`src/hw/rtl/calas_pkg.sv`:
```
`default_nettype none

package calas_pkg;

    localparam int unsigned OP_W   = 5;
    localparam int unsigned BYTE_W = 8;
    localparam int unsigned DEST_W = 3;

    localparam logic [BYTE_W-1:0] BYTE_ONES = 8'hFF;
    localparam logic [BYTE_W-1:0] BYTE_ZERO = 8'h00;

    typedef enum logic [OP_W-1:0] {
        OP_ORA   = 5'd0,
        OP_AND   = 5'd1,
        OP_EOR   = 5'd2,
        OP_ADC   = 5'd3,
        OP_SBC   = 5'd4,
        OP_CMP   = 5'd5,
        OP_CPX   = 5'd6,
        OP_CPY   = 5'd7,
        OP_DECM  = 5'd8,
        OP_INCM  = 5'd9,
        OP_DEX   = 5'd10,
        OP_DEY   = 5'd11,
        OP_INX   = 5'd12,
        OP_INY   = 5'd13,
        OP_ASLA  = 5'd14,
        OP_ROLA  = 5'd15,
        OP_LSRA  = 5'd16,
        OP_RORA  = 5'd17,
        OP_ASLM  = 5'd18,
        OP_ROLM  = 5'd19,
        OP_LSRM  = 5'd20,
        OP_RORM  = 5'd21
    } t_op;

    typedef enum logic [DEST_W-1:0] {
        DEST_NONE = 3'd0,
        DEST_ACC  = 3'd1,
        DEST_X    = 3'd2,
        DEST_Y    = 3'd3,
        DEST_MEM  = 3'd4
    } t_dest;

    typedef struct packed {
        logic [OP_W-1:0]   op;
        logic [BYTE_W-1:0] operand;
        logic [BYTE_W-1:0] acc_in;
        logic [BYTE_W-1:0] index_x_in;
        logic [BYTE_W-1:0] index_y_in;
        logic              carry_in;
        logic              overflow_in;
    } t_req;

    typedef struct packed {
        logic [BYTE_W-1:0] result_byte;
        t_dest             destination;
        logic              flag_negative;
        logic              flag_zero;
        logic              flag_carry;
        logic              flag_overflow;
    } t_rsp;

endpackage

`default_nettype wire

```
`src/hw/rtl/calas_if.sv`:
```
`default_nettype none

interface calas_req_if;
    logic       valid;
    logic       ready;
    logic [4:0] op;
    logic [7:0] operand;
    logic [7:0] acc_in;
    logic [7:0] index_x_in;
    logic [7:0] index_y_in;
    logic       carry_in;
    logic       overflow_in;

    modport source (
        output valid, op, operand, acc_in, index_x_in, index_y_in, carry_in, overflow_in,
        input  ready
    );
    modport sink (
        input  valid, op, operand, acc_in, index_x_in, index_y_in, carry_in, overflow_in,
        output ready
    );
endinterface

interface calas_rsp_if;
    logic       valid;
    logic       ready;
    logic [7:0] result_byte;
    logic [2:0] destination;
    logic       flag_negative;
    logic       flag_zero;
    logic       flag_carry;
    logic       flag_overflow;

    modport source (
        output valid, result_byte, destination, flag_negative, flag_zero,
               flag_carry, flag_overflow,
        input  ready
    );
    modport sink (
        input  valid, result_byte, destination, flag_negative, flag_zero,
               flag_carry, flag_overflow,
        output ready
    );
endinterface

`default_nettype wire

```
`src/hw/rtl/calas_core.sv`:
```
`default_nettype none

// One shared 9-bit adder serves add, subtract, compare, inc and dec.
module calas_core (
    input  wire calas_pkg::t_req i_req,
    output calas_pkg::t_rsp      o_rsp
);
    import calas_pkg::*;

    logic [BYTE_W-1:0] add_a;
    logic [BYTE_W-1:0] add_b;
    logic              add_cin;
    logic [BYTE_W:0]   add_sum;
    logic              add_v;
    logic [BYTE_W-1:0] shf_src;
    logic [BYTE_W-1:0] res;
    t_dest             dest;
    logic              c_out;
    logic              v_out;

    // adder operand select
    always_comb begin
        add_a   = i_req.acc_in;
        add_b   = i_req.operand;
        add_cin = i_req.carry_in;
        unique case (i_req.op)
            OP_ADC: begin
                add_b = i_req.operand;
            end
            OP_SBC: begin
                add_b = ~i_req.operand;
            end
            OP_CMP: begin
                add_b   = ~i_req.operand;
                add_cin = 1'b1;
            end
            OP_CPX: begin
                add_a   = i_req.index_x_in;
                add_b   = ~i_req.operand;
                add_cin = 1'b1;
            end
            OP_CPY: begin
                add_a   = i_req.index_y_in;
                add_b   = ~i_req.operand;
                add_cin = 1'b1;
            end
            OP_DECM: begin
                add_a   = i_req.operand;
                add_b   = BYTE_ONES;
                add_cin = 1'b0;
            end
            OP_INCM: begin
                add_a   = i_req.operand;
                add_b   = BYTE_ZERO;
                add_cin = 1'b1;
            end
            OP_DEX: begin
                add_a   = i_req.index_x_in;
                add_b   = BYTE_ONES;
                add_cin = 1'b0;
            end
            OP_DEY: begin
                add_a   = i_req.index_y_in;
                add_b   = BYTE_ONES;
                add_cin = 1'b0;
            end
            OP_INX: begin
                add_a   = i_req.index_x_in;
                add_b   = BYTE_ZERO;
                add_cin = 1'b1;
            end
            OP_INY: begin
                add_a   = i_req.index_y_in;
                add_b   = BYTE_ZERO;
                add_cin = 1'b1;
            end
            default: begin
                add_cin = i_req.carry_in;
            end
        endcase
    end

    assign add_sum = {1'b0, add_a} + {1'b0, add_b} + {{BYTE_W{1'b0}}, add_cin};
    assign add_v   = (add_a[BYTE_W-1] ^ add_sum[BYTE_W-1])
                   & (add_b[BYTE_W-1] ^ add_sum[BYTE_W-1]);

    // shifts: codes below ASL mem work on A
    assign shf_src = (i_req.op < OP_ASLM) ? i_req.acc_in : i_req.operand;

    always_comb begin
        res   = BYTE_ZERO;
        dest  = DEST_NONE;
        c_out = i_req.carry_in;
        v_out = i_req.overflow_in;
        unique case (i_req.op)
            OP_ORA: begin
                res  = i_req.acc_in | i_req.operand;
                dest = DEST_ACC;
            end
            OP_AND: begin
                res  = i_req.acc_in & i_req.operand;
                dest = DEST_ACC;
            end
            OP_EOR: begin
                res  = i_req.acc_in ^ i_req.operand;
                dest = DEST_ACC;
            end
            OP_ADC, OP_SBC: begin
                res   = add_sum[BYTE_W-1:0];
                dest  = DEST_ACC;
                c_out = add_sum[BYTE_W];
                v_out = add_v;
            end
            OP_CMP, OP_CPX, OP_CPY: begin
                res   = add_sum[BYTE_W-1:0];
                dest  = DEST_NONE;
                c_out = add_sum[BYTE_W];
            end
            OP_DECM, OP_INCM: begin
                res  = add_sum[BYTE_W-1:0];
                dest = DEST_MEM;
            end
            OP_DEX, OP_INX: begin
                res  = add_sum[BYTE_W-1:0];
                dest = DEST_X;
            end
            OP_DEY, OP_INY: begin
                res  = add_sum[BYTE_W-1:0];
                dest = DEST_Y;
            end
            OP_ASLA, OP_ASLM: begin
                res   = {shf_src[BYTE_W-2:0], 1'b0};
                dest  = (i_req.op == OP_ASLA) ? DEST_ACC : DEST_MEM;
                c_out = shf_src[BYTE_W-1];
            end
            OP_ROLA, OP_ROLM: begin
                res   = {shf_src[BYTE_W-2:0], i_req.carry_in};
                dest  = (i_req.op == OP_ROLA) ? DEST_ACC : DEST_MEM;
                c_out = shf_src[BYTE_W-1];
            end
            OP_LSRA, OP_LSRM: begin
                res   = {1'b0, shf_src[BYTE_W-1:1]};
                dest  = (i_req.op == OP_LSRA) ? DEST_ACC : DEST_MEM;
                c_out = shf_src[0];
            end
            OP_RORA, OP_RORM: begin
                res   = {i_req.carry_in, shf_src[BYTE_W-1:1]};
                dest  = (i_req.op == OP_RORA) ? DEST_ACC : DEST_MEM;
                c_out = shf_src[0];
            end
            default: begin
                // unused codes: no-op, zero result, C and V pass
                res  = BYTE_ZERO;
                dest = DEST_NONE;
            end
        endcase
    end

    always_comb begin
        o_rsp.result_byte   = res;
        o_rsp.destination   = dest;
        o_rsp.flag_negative = res[BYTE_W-1];
        o_rsp.flag_zero     = (res == BYTE_ZERO);
        o_rsp.flag_carry    = c_out;
        o_rsp.flag_overflow = v_out;
    end

endmodule

`default_nettype wire

```
`src/hw/rtl/cpu_alu_logic_arith_shift_top.sv`:
```
// 6502-style 8-bit ALU as a two-register pipeline. A request transaction carries
// the operation code, operand byte, A, X, Y and the C and V flags; the response
// transaction carries the result byte, its destination (none, A, X, Y or memory)
// and the new N, Z, C and V flags. Decimal mode is not supported. Unused codes
// 22..31 return zero with no destination and pass C and V. The block takes one
// transaction per cycle while the response side accepts: a request accepted
// at a clock edge is held in the request register, then moves on to the
// response register, from which it is offered. Between the two registers sits
// one 9-bit adder shared by add, subtract, compare, increment and decrement,
// plus a shifter and the result mux. Backpressure from the response side stalls
// both registers once both are full; no transaction is dropped or duplicated.

`default_nettype none

module cpu_alu_logic_arith_shift_top (
    input  wire        i_clk,
    input  wire        i_rst_n,
    calas_req_if.sink   i_req,
    calas_rsp_if.source o_rsp
);
    import calas_pkg::*;

    // stage 1: captured request
    logic  r_s1_valid;
    logic  n_s1_valid;
    t_req  r_s1;
    t_req  n_s1;

    // stage 2: registered response
    logic  r_out_valid;
    logic  n_out_valid;
    t_rsp  r_out;
    t_rsp  core_rsp;

    logic  s2_load;
    logic  s1_load;

    // response register frees when empty or drained this cycle
    assign s2_load = !r_out_valid || o_rsp.ready;
    // request register frees when empty or moving on to stage 2
    assign s1_load = !r_s1_valid || s2_load;

    assign i_req.ready = s1_load;

    always_comb begin
        n_s1.op          = i_req.op;
        n_s1.operand     = i_req.operand;
        n_s1.acc_in      = i_req.acc_in;
        n_s1.index_x_in  = i_req.index_x_in;
        n_s1.index_y_in  = i_req.index_y_in;
        n_s1.carry_in    = i_req.carry_in;
        n_s1.overflow_in = i_req.overflow_in;
        n_s1_valid       = s1_load ? i_req.valid : r_s1_valid;
        n_out_valid      = s2_load ? r_s1_valid : r_out_valid;
    end

    calas_core u_core (
        .i_req (r_s1),
        .o_rsp (core_rsp)
    );

    always_ff @(posedge i_clk) begin
        if (!i_rst_n) begin
            r_s1_valid  <= 1'b0;
            r_out_valid <= 1'b0;
        end else begin
            r_s1_valid  <= n_s1_valid;
            r_out_valid <= n_out_valid;
        end
    end

    // payload registers, no reset
    always_ff @(posedge i_clk) begin
        if (s1_load) begin
            r_s1 <= n_s1;
        end
        if (s2_load && r_s1_valid) begin
            r_out <= core_rsp;
        end
    end

    assign o_rsp.valid         = r_out_valid;
    assign o_rsp.result_byte   = r_out.result_byte;
    assign o_rsp.destination   = r_out.destination;
    assign o_rsp.flag_negative = r_out.flag_negative;
    assign o_rsp.flag_zero     = r_out.flag_zero;
    assign o_rsp.flag_carry    = r_out.flag_carry;
    assign o_rsp.flag_overflow = r_out.flag_overflow;

    // an accepted request always lands in stage 1
    a_req_lands: assert property (@(posedge i_clk) disable iff (!i_rst_n)
        i_req.valid && i_req.ready |=> r_s1_valid)
        else $error("accepted request not captured");

    // stage 1 content moving forward always shows up as a response
    a_s1_moves: assert property (@(posedge i_clk) disable iff (!i_rst_n)
        r_s1_valid && s2_load |=> r_out_valid)
        else $error("stage 1 transaction lost");

    // N and Z track the result byte
    a_nz_flags: assert property (@(posedge i_clk) disable iff (!i_rst_n)
        r_out_valid |-> (r_out.flag_negative == r_out.result_byte[BYTE_W-1])
                     && (r_out.flag_zero == (r_out.result_byte == BYTE_ZERO)))
        else $error("N/Z inconsistent with result byte");

    // destination code stays in range
    a_dest_range: assert property (@(posedge i_clk) disable iff (!i_rst_n)
        r_out_valid |-> (r_out.destination <= DEST_MEM))
        else $error("destination out of range");

endmodule

`default_nettype wire

```
`src/flat_wrapper.sv`:
```
// flat-port wrapper written by rule: the top's interface ports become plain ports
module cpu_alu_logic_arith_shift_top_flat import calas_pkg::*;
  (i_clk, i_rst_n, i_req_valid, i_req_op, i_req_operand, i_req_acc_in, i_req_index_x_in, i_req_index_y_in, i_req_carry_in, i_req_overflow_in, i_req_ready, o_rsp_valid, o_rsp_result_byte, o_rsp_destination, o_rsp_flag_negative, o_rsp_flag_zero, o_rsp_flag_carry, o_rsp_flag_overflow, o_rsp_ready);
  calas_req_if i_req_i ();
  calas_rsp_if o_rsp_i ();
  input  wire i_clk;
  input  wire i_rst_n;
  input wire logic [$bits(i_req_i.valid)-1:0] i_req_valid;
  input wire logic [$bits(i_req_i.op)-1:0] i_req_op;
  input wire logic [$bits(i_req_i.operand)-1:0] i_req_operand;
  input wire logic [$bits(i_req_i.acc_in)-1:0] i_req_acc_in;
  input wire logic [$bits(i_req_i.index_x_in)-1:0] i_req_index_x_in;
  input wire logic [$bits(i_req_i.index_y_in)-1:0] i_req_index_y_in;
  input wire logic [$bits(i_req_i.carry_in)-1:0] i_req_carry_in;
  input wire logic [$bits(i_req_i.overflow_in)-1:0] i_req_overflow_in;
  output wire logic [$bits(i_req_i.ready)-1:0] i_req_ready;
  output wire logic [$bits(o_rsp_i.valid)-1:0] o_rsp_valid;
  output wire logic [$bits(o_rsp_i.result_byte)-1:0] o_rsp_result_byte;
  output wire logic [$bits(o_rsp_i.destination)-1:0] o_rsp_destination;
  output wire logic [$bits(o_rsp_i.flag_negative)-1:0] o_rsp_flag_negative;
  output wire logic [$bits(o_rsp_i.flag_zero)-1:0] o_rsp_flag_zero;
  output wire logic [$bits(o_rsp_i.flag_carry)-1:0] o_rsp_flag_carry;
  output wire logic [$bits(o_rsp_i.flag_overflow)-1:0] o_rsp_flag_overflow;
  input wire logic [$bits(o_rsp_i.ready)-1:0] o_rsp_ready;
  assign i_req_i.valid = i_req_valid;
  assign i_req_i.op = i_req_op;
  assign i_req_i.operand = i_req_operand;
  assign i_req_i.acc_in = i_req_acc_in;
  assign i_req_i.index_x_in = i_req_index_x_in;
  assign i_req_i.index_y_in = i_req_index_y_in;
  assign i_req_i.carry_in = i_req_carry_in;
  assign i_req_i.overflow_in = i_req_overflow_in;
  assign i_req_ready = i_req_i.ready;
  assign o_rsp_valid = o_rsp_i.valid;
  assign o_rsp_result_byte = o_rsp_i.result_byte;
  assign o_rsp_destination = o_rsp_i.destination;
  assign o_rsp_flag_negative = o_rsp_i.flag_negative;
  assign o_rsp_flag_zero = o_rsp_i.flag_zero;
  assign o_rsp_flag_carry = o_rsp_i.flag_carry;
  assign o_rsp_flag_overflow = o_rsp_i.flag_overflow;
  assign o_rsp_i.ready = o_rsp_ready;
  cpu_alu_logic_arith_shift_top u_core (.i_clk(i_clk), .i_rst_n(i_rst_n), .i_req(i_req_i), .o_rsp(o_rsp_i));
endmodule
```
`config.mk`:
```
export PLATFORM = sky130hd
export DESIGN_NAME = cpu_alu_logic_arith_shift_top_flat
export DESIGN_NICKNAME = d
export VERILOG_FILES = /design/src/hw/rtl/calas_pkg.sv /design/src/hw/rtl/calas_if.sv /design/src/hw/rtl/calas_core.sv /design/src/hw/rtl/cpu_alu_logic_arith_shift_top.sv /design/src/flat_wrapper.sv
export SDC_FILE = /design/constraint.sdc
export NUM_CORES = 1
export LEC_CHECK = 0
export BUFFER_PORTS_ARGS = -buffer_cell sky130_fd_sc_hd__buf_2
export CAP_MARGIN = 20
export CORE_ASPECT_RATIO = 2
export CORE_MARGIN = 1
export CORE_UTILIZATION = 40
export DETAILED_ROUTE_END_ITERATION = 6
export SYNTH_ARGS = -nofsm -noshare
export SYNTH_HDL_FRONTEND = slang
export SYNTH_HIERARCHICAL = 1
export SYNTH_SLANG_ARGS = --single-unit
export TNS_END_PERCENT = 50
```
`constraint.sdc`:
```
create_clock -name i_clk -period 7.5 [get_ports i_clk]
set_clock_uncertainty 0.2 [all_clocks]
set_input_delay 0 -clock i_clk [delete_from_list [all_inputs] [get_ports i_clk]]
set_output_delay 0 -clock i_clk [all_outputs]
set_load 0.1 [all_outputs]
```
==> flow_summary.html <==
<table>
<tr><th>Metric</th><th>Value</th></tr>
<tr><th colspan="2">Outcome</th></tr>
<tr><td>Result of the run</td><td>finished with violations</td></tr>
<tr><td>Failing checks</td><td>design-rule violations</td></tr>
<tr><th colspan="2">Power</th></tr>
<tr><td>Combinational cell fraction of total power</td><td>0.292</td></tr>
<tr><td>Largest vdd supply drop</td><td>119 µV</td></tr>
<tr><td>Clock power share</td><td>0.301</td></tr>
<tr><td>Leakage power summed over all cells</td><td>1.97 nW</td></tr>
<tr><td>Pwr per Cell Area</td><td>195 mW/mm²</td></tr>
<tr><td>Switching power as a share of total power</td><td>0.320</td></tr>
<tr><td>Total chip power</td><td>0.000935 W</td></tr>
<tr><td>NetSw</td><td>0.000299 W</td></tr>
<tr><td>Internal Pwr Total</td><td>0.000636 W</td></tr>
<tr><td>Sequential power share</td><td>0.407</td></tr>
<tr><th colspan="2">Logic synthesis</th></tr>
<tr><td>Count of flip-flops with a built-in enable after synthesis</td><td>54</td></tr>
<tr><td>Most frequently used flop master after synthesis</td><td>edfxtp_1</td></tr>
<tr><td>Fraction of registers with async set or reset after synthesis</td><td>0</td></tr>
<tr><td>Sequential fraction of the synthesis area</td><td>0.434</td></tr>
<tr><td>Post-synthesis area per instance</td><td>10.1 µm²</td></tr>
<tr><td>Synthesized flop and latch total</td><td>56</td></tr>
<tr><td>Synthesis Warnings</td><td>6</td></tr>
<tr><td>Count of cell types in the netlist</td><td>69</td></tr>
<tr><td>Syn Inst Count</td><td>378</td></tr>
<tr><td>Net count of the mapped netlist</td><td>446</td></tr>
<tr><td>Netlist area before placement</td><td>0.00383 mm²</td></tr>
<tr><th colspan="2">Worst setup path</th></tr>
<tr><td>Crit path buf inv count</td><td>2</td></tr>
<tr><td>Startpoint kind of the worst setup timing path</td><td>register</td></tr>
<tr><td>Element type at the critical path end</td><td>register</td></tr>
<tr><td>Critical Path Start</td><td>u_core/r_s1[36]</td></tr>
<tr><td>Cells along the critical path</td><td>buf_4 &gt; inv_1 &gt; o21ai_1 &gt; o221ai_1 &gt; fa_1 &gt; fa_1 &gt; a211oi_1 &gt; nor2_1 &gt; o22ai_1 &gt; xnor2_1 &gt; o21ai_1 &gt; nor4_2</td></tr>
<tr><td>Arrival @ worst endpoint</td><td>4.55 ns</td></tr>
<tr><td>Cell family contributing the most delay on the critical path</td><td>compound AO/OA/AOI/OAI gates</td></tr>
<tr><td>Endpoint required time on the critical path</td><td>7.43 ns</td></tr>
<tr><td>Critical R2R Launch</td><td>u_core/r_s1[36]</td></tr>
<tr><td>CP max stage delay</td><td>0.74 ns</td></tr>
<tr><td>Number of cells traversed by the worst register-to-register path</td><td>12</td></tr>
<tr><td>Slack of the worst reg-to-reg path</td><td>2.88 ns</td></tr>
<tr><td>Standard cell with the maximum stage delay on the critical path</td><td>o21ai_1</td></tr>
<tr><td>End point of the critical path</td><td>u_core/o_rsp.flag_zero</td></tr>
<tr><td>Endpoint of the most critical register-to-register path</td><td>u_core/o_rsp.flag_zero</td></tr>
<tr><td>Number of stages on the worst setup path</td><td>12</td></tr>
<tr><td>Critical path class</td><td>register to register</td></tr>
<tr><td>CP Max Fanout</td><td>41</td></tr>
<tr><th colspan="2">Flow run</th></tr>
<tr><td>Max_cap viols</td><td>0</td></tr>
<tr><th colspan="2">Drt</th></tr>
<tr><td>Pre-Repair DR Iteration Count</td><td>7</td></tr>
<tr><td>Via-per-instance ratio</td><td>5.81</td></tr>
<tr><td>Via count of the routed design</td><td>3326</td></tr>
<tr><td>Residual antenna-violating net count after detailed routing</td><td>0</td></tr>
<tr><td>DRC violation count after routing</td><td>1</td></tr>
<tr><td>Wirelength, routed</td><td>10500 µm</td></tr>
<tr><td>Count of routing violations after the opening detailed-route iteration</td><td>237</td></tr>
<tr><td>Average wire length per cell after detail routing</td><td>18.4 µm</td></tr>
<tr><th colspan="2">Global routing</th></tr>
<tr><td>Global-route wire length before repair</td><td>16800 µm</td></tr>
<tr><td>Global routing usage summed across all routing layers</td><td>0.221</td></tr>
<tr><td>Total grt overflow</td><td>0</td></tr>
<tr><td>Number of global-route vias before repair</td><td>3300</td></tr>
<tr><td>Maximum number of pins on one net before global-route repair</td><td>49</td></tr>
<tr><td>Number of antenna violations at the first check in global routing</td><td>0</td></tr>
<tr><th colspan="2">Clock tree</th></tr>
<tr><td>Level count of the clock H-tree</td><td>2</td></tr>
<tr><td>Max Buffers Root-to-Sink</td><td>2</td></tr>
<tr><td>Worst-path clk slew</td><td>0.07 ns</td></tr>
<tr><td>Cell at the root of the clock tree</td><td>clkbuf_16</td></tr>
<tr><td>CTS-repair resized insts</td><td>0</td></tr>
<tr><td>Skew-Pair Late Insertion Delay</td><td>0.30 ns</td></tr>
<tr><td># Post-CTS Setup Buffers</td><td>0</td></tr>
<tr><td>CTS tree</td><td>yes</td></tr>
<tr><td>Total clock sinks</td><td>56</td></tr>
<tr><td>TritonCTS Buffers</td><td>5</td></tr>
<tr><td>CTS Hold Buffers Added</td><td>43</td></tr>
<tr><th colspan="2">Placed design</th></tr>
<tr><td>Last weighted congestion value of the routability-driven placer</td><td>0.977</td></tr>
<tr><td>Post-detail-place hpwl</td><td>7540 µm</td></tr>
<tr><td>Setup slack after placement</td><td>3.02 ns</td></tr>
<tr><td>Quantity of I/O buffers inserted on ports</td><td>59</td></tr>
<tr><td>Placed Area</td><td>0.00418 mm²</td></tr>
<tr><th colspan="2">Timing</th></tr>
<tr><td># setup viols final</td><td>0</td></tr>
<tr><td>RSZ-0062 raised after global routing</td><td>false</td></tr>
<tr><td>Worst setup margin</td><td>2.88 ns</td></tr>
<tr><td>Final count of hold timing violations</td><td>0</td></tr>
<tr><td>Timing-limited maximum frequency</td><td>0.216 GHz</td></tr>
<tr><td>Actual transition at the worst max-transition pin</td><td>0.977 ns</td></tr>
<tr><td>Min cycle time layout</td><td>4.62 ns</td></tr>
<tr><td>Slew HR</td><td>0.346</td></tr>
<tr><td>Final Cycle Share</td><td>0.616</td></tr>
<tr><td>Final slew viol count</td><td>0</td></tr>
<tr><td>Total negative slack for setup checks</td><td>0 ns</td></tr>
<tr><th colspan="2">Die</th></tr>
<tr><td>Number of I/O pins</td><td>60</td></tr>
<tr><td>Die X-Extent</td><td>71.2 µm</td></tr>
<tr><td>Height of the chip</td><td>140 µm</td></tr>
<tr><td>CORE AREA</td><td>0.00932 mm²</td></tr>
<tr><td>Initial standard-cell utilization of the core</td><td>0.411</td></tr>
<tr><td>Die Area</td><td>0.00999 mm²</td></tr>
<tr><td>Num rows</td><td>50</td></tr>
<tr><th colspan="2">Cells and area</th></tr>
<tr><td>Core utilization of the finished layout</td><td>0.514</td></tr>
<tr><td>Area added between synthesis and finish</td><td>25.0%</td></tr>
<tr><td>Fraction of layout instances using a drive strength above 1</td><td>0.192</td></tr>
<tr><td>Final-stage net count</td><td>535</td></tr>
<tr><td>Post-route standard cell area excluding fillers</td><td>0.00479 mm²</td></tr>
<tr><td>Diodes inserted</td><td>0</td></tr>
<tr><th colspan="2">Worst hold path</th></tr>
<tr><td>Worst min-delay path category</td><td>input pin to register</td></tr>
<tr><td>Number of cells on the worst hold path</td><td>4</td></tr>
</table>
[flip-flops by register name, indices dropped and copies added, names as in the netlist]
name / cells
u_core/o_rsp.valid: 1
u_core/o_rsp.flag_carry: 1
u_core/r_s1_valid: 1
u_core/o_rsp.result_byte: 8
u_core/o_rsp.flag_negative: 1
u_core/o_rsp.flag_zero: 1
u_core/r_s1: 39
u_core/o_rsp.destination: 3
u_core/o_rsp.flag_overflow: 1
[cells in the final DEF, fill, tap and decap left out, types with 4 or more instances in the layout]
master         netlist  layout
a21oi_1             29      29
mux2i_1              9       9
o221ai_1             7       7
dlygate4sd3_1        0      43
a32o_1               6       6
ha_1                23      23
nor2_1              18      18
buf_4                3       9
clkbuf_16            0       5
o21ai_1              4       4
edfxtp_1            54      54
nand2b_1            11      11
inv_1               22      22
o21ai_0             21      21
nand3_1              4       4
a211oi_1            11      11
nor3_1              11      11
buf_2               12      59
a2bb2oi_1            7       7
nand2_1             33      33
[layer usage]
| layer | share of wire | global-route usage | vias up |
|---|---|---|---|
| li1 | - | - | 1608 |
| met1 | 0.39 | 0.252 | 1545 |
| met4 | 0.048 | 0.132 | 0 |
| met3 | 0.040 | 0.0302 | 31 |
| met2 | 0.53 | 0.385 | 142 |
| met5 | 0 | 0 | - |
[per-stage QoR]
step,std cells,hold WS (ns)
5_1_grt,572,0.174
6_report,572,0.151
4_1_cts,572,0.139
3_3_place_gp,521,-0.0241
2_1_floorplan,378,-0.101
3_5_place_dp,521,-0.0219
[logic make-up after synthesis]
family          after synthesis  synth area share
compound gates              125             0.231
xor+xnor                      6            0.0137
fa+ha+maj                    25            0.0856
buf+inv                      51            0.0588
flops                        56             0.434
mux                          12            0.0323
simple gates                103             0.145
[tightest hold or removal path, cell delays in order]
cell and delay [ns]:
buf_2 0.08, nor2b_2 0.04, nor2b_1 0.11, buf_4 0.24
[synth_stat cells (2+ instances only)]
cell type	n	area share
a211o_1	3	0.0069
a211oi_1	11	0.022
a21o_1	3	0.0059
a21oi_1	29	0.038
a222oi_1	2	0.0052
a22oi_1	2	0.0039
a2bb2oi_1	7	0.016
a31oi_1	2	0.0033
a32o_1	6	0.016
a32oi_1	2	0.0046
and2_1	2	0.0033
and3b_1	2	0.0046
buf_1	5	0.0049
buf_2	12	0.016
buf_4	3	0.0059
clkbuf_1	8	0.0078
dfxtp_1	2	0.010
edfxtp_1	54	0.42
fa_1	2	0.010
ha_1	23	0.075
inv_1	22	0.022
mux2_2	2	0.0059
mux2i_1	9	0.024
nand2_1	33	0.032
nand2b_1	11	0.018
nand3_1	4	0.0052
nor2_1	18	0.018
nor2b_1	3	0.0049
nor3_1	11	0.014
nor3b_2	3	0.0098
o2111ai_1	2	0.0046
o211ai_1	2	0.0039
o21ai_0	21	0.027
o21ai_1	4	0.0052
o21bai_1	3	0.0059
o221ai_1	7	0.016
o22ai_1	3	0.0049
o31ai_1	2	0.0039
or2_2	2	0.0033
or3_1	3	0.0049
xnor2_1	3	0.0069
xor2_1	3	0.0069
[power by group through the flow]
stage | registers, W | logic, W | clock network [W]
4_1_cts | 0.000381 | 0.000271 | 0.000288
5_1_grt | 0.000384 | 0.000296 | 0.000300
3_3_place_gp | 0.000388 | 0.000250 | 0
6_report | 0.000381 | 0.000273 | 0.000281
2_1_floorplan | 0.000435 | 0.000150 | 0
3_5_place_dp | 0.000388 | 0.000253 | 0
[worst min path at each step]
stage / startpoint / to
finish: o_rsp_ready / u_core/o_rsp.flag_carry
global route: o_rsp_ready / u_core/o_rsp.result_byte[1]
CTS: o_rsp_ready / u_core/o_rsp.result_byte[1]
detailed placement: i_req_op[3] / u_core/r_s1[37]
global placement: i_req_acc_in[3] / u_core/r_s1[21]
floorplan: i_req_overflow_in / u_core/r_s1[0]
[area by class of cell]
| cell class | count | area [µm²] |
|---|---|---|
| fillers | 854 | 4530 |
| multi-input cells | 271 | 1940 |
| flip-flops and latches | 56 | 1660 |
| repair buffers | 111 | 793 |
| clock buffers | 6 | 139 |
| well taps | 104 | 130 |
| inverters | 22 | 82.6 |
| clock inverters | 2 | 38.8 |
No activity file was read; power rests on OpenSTA's default activity.
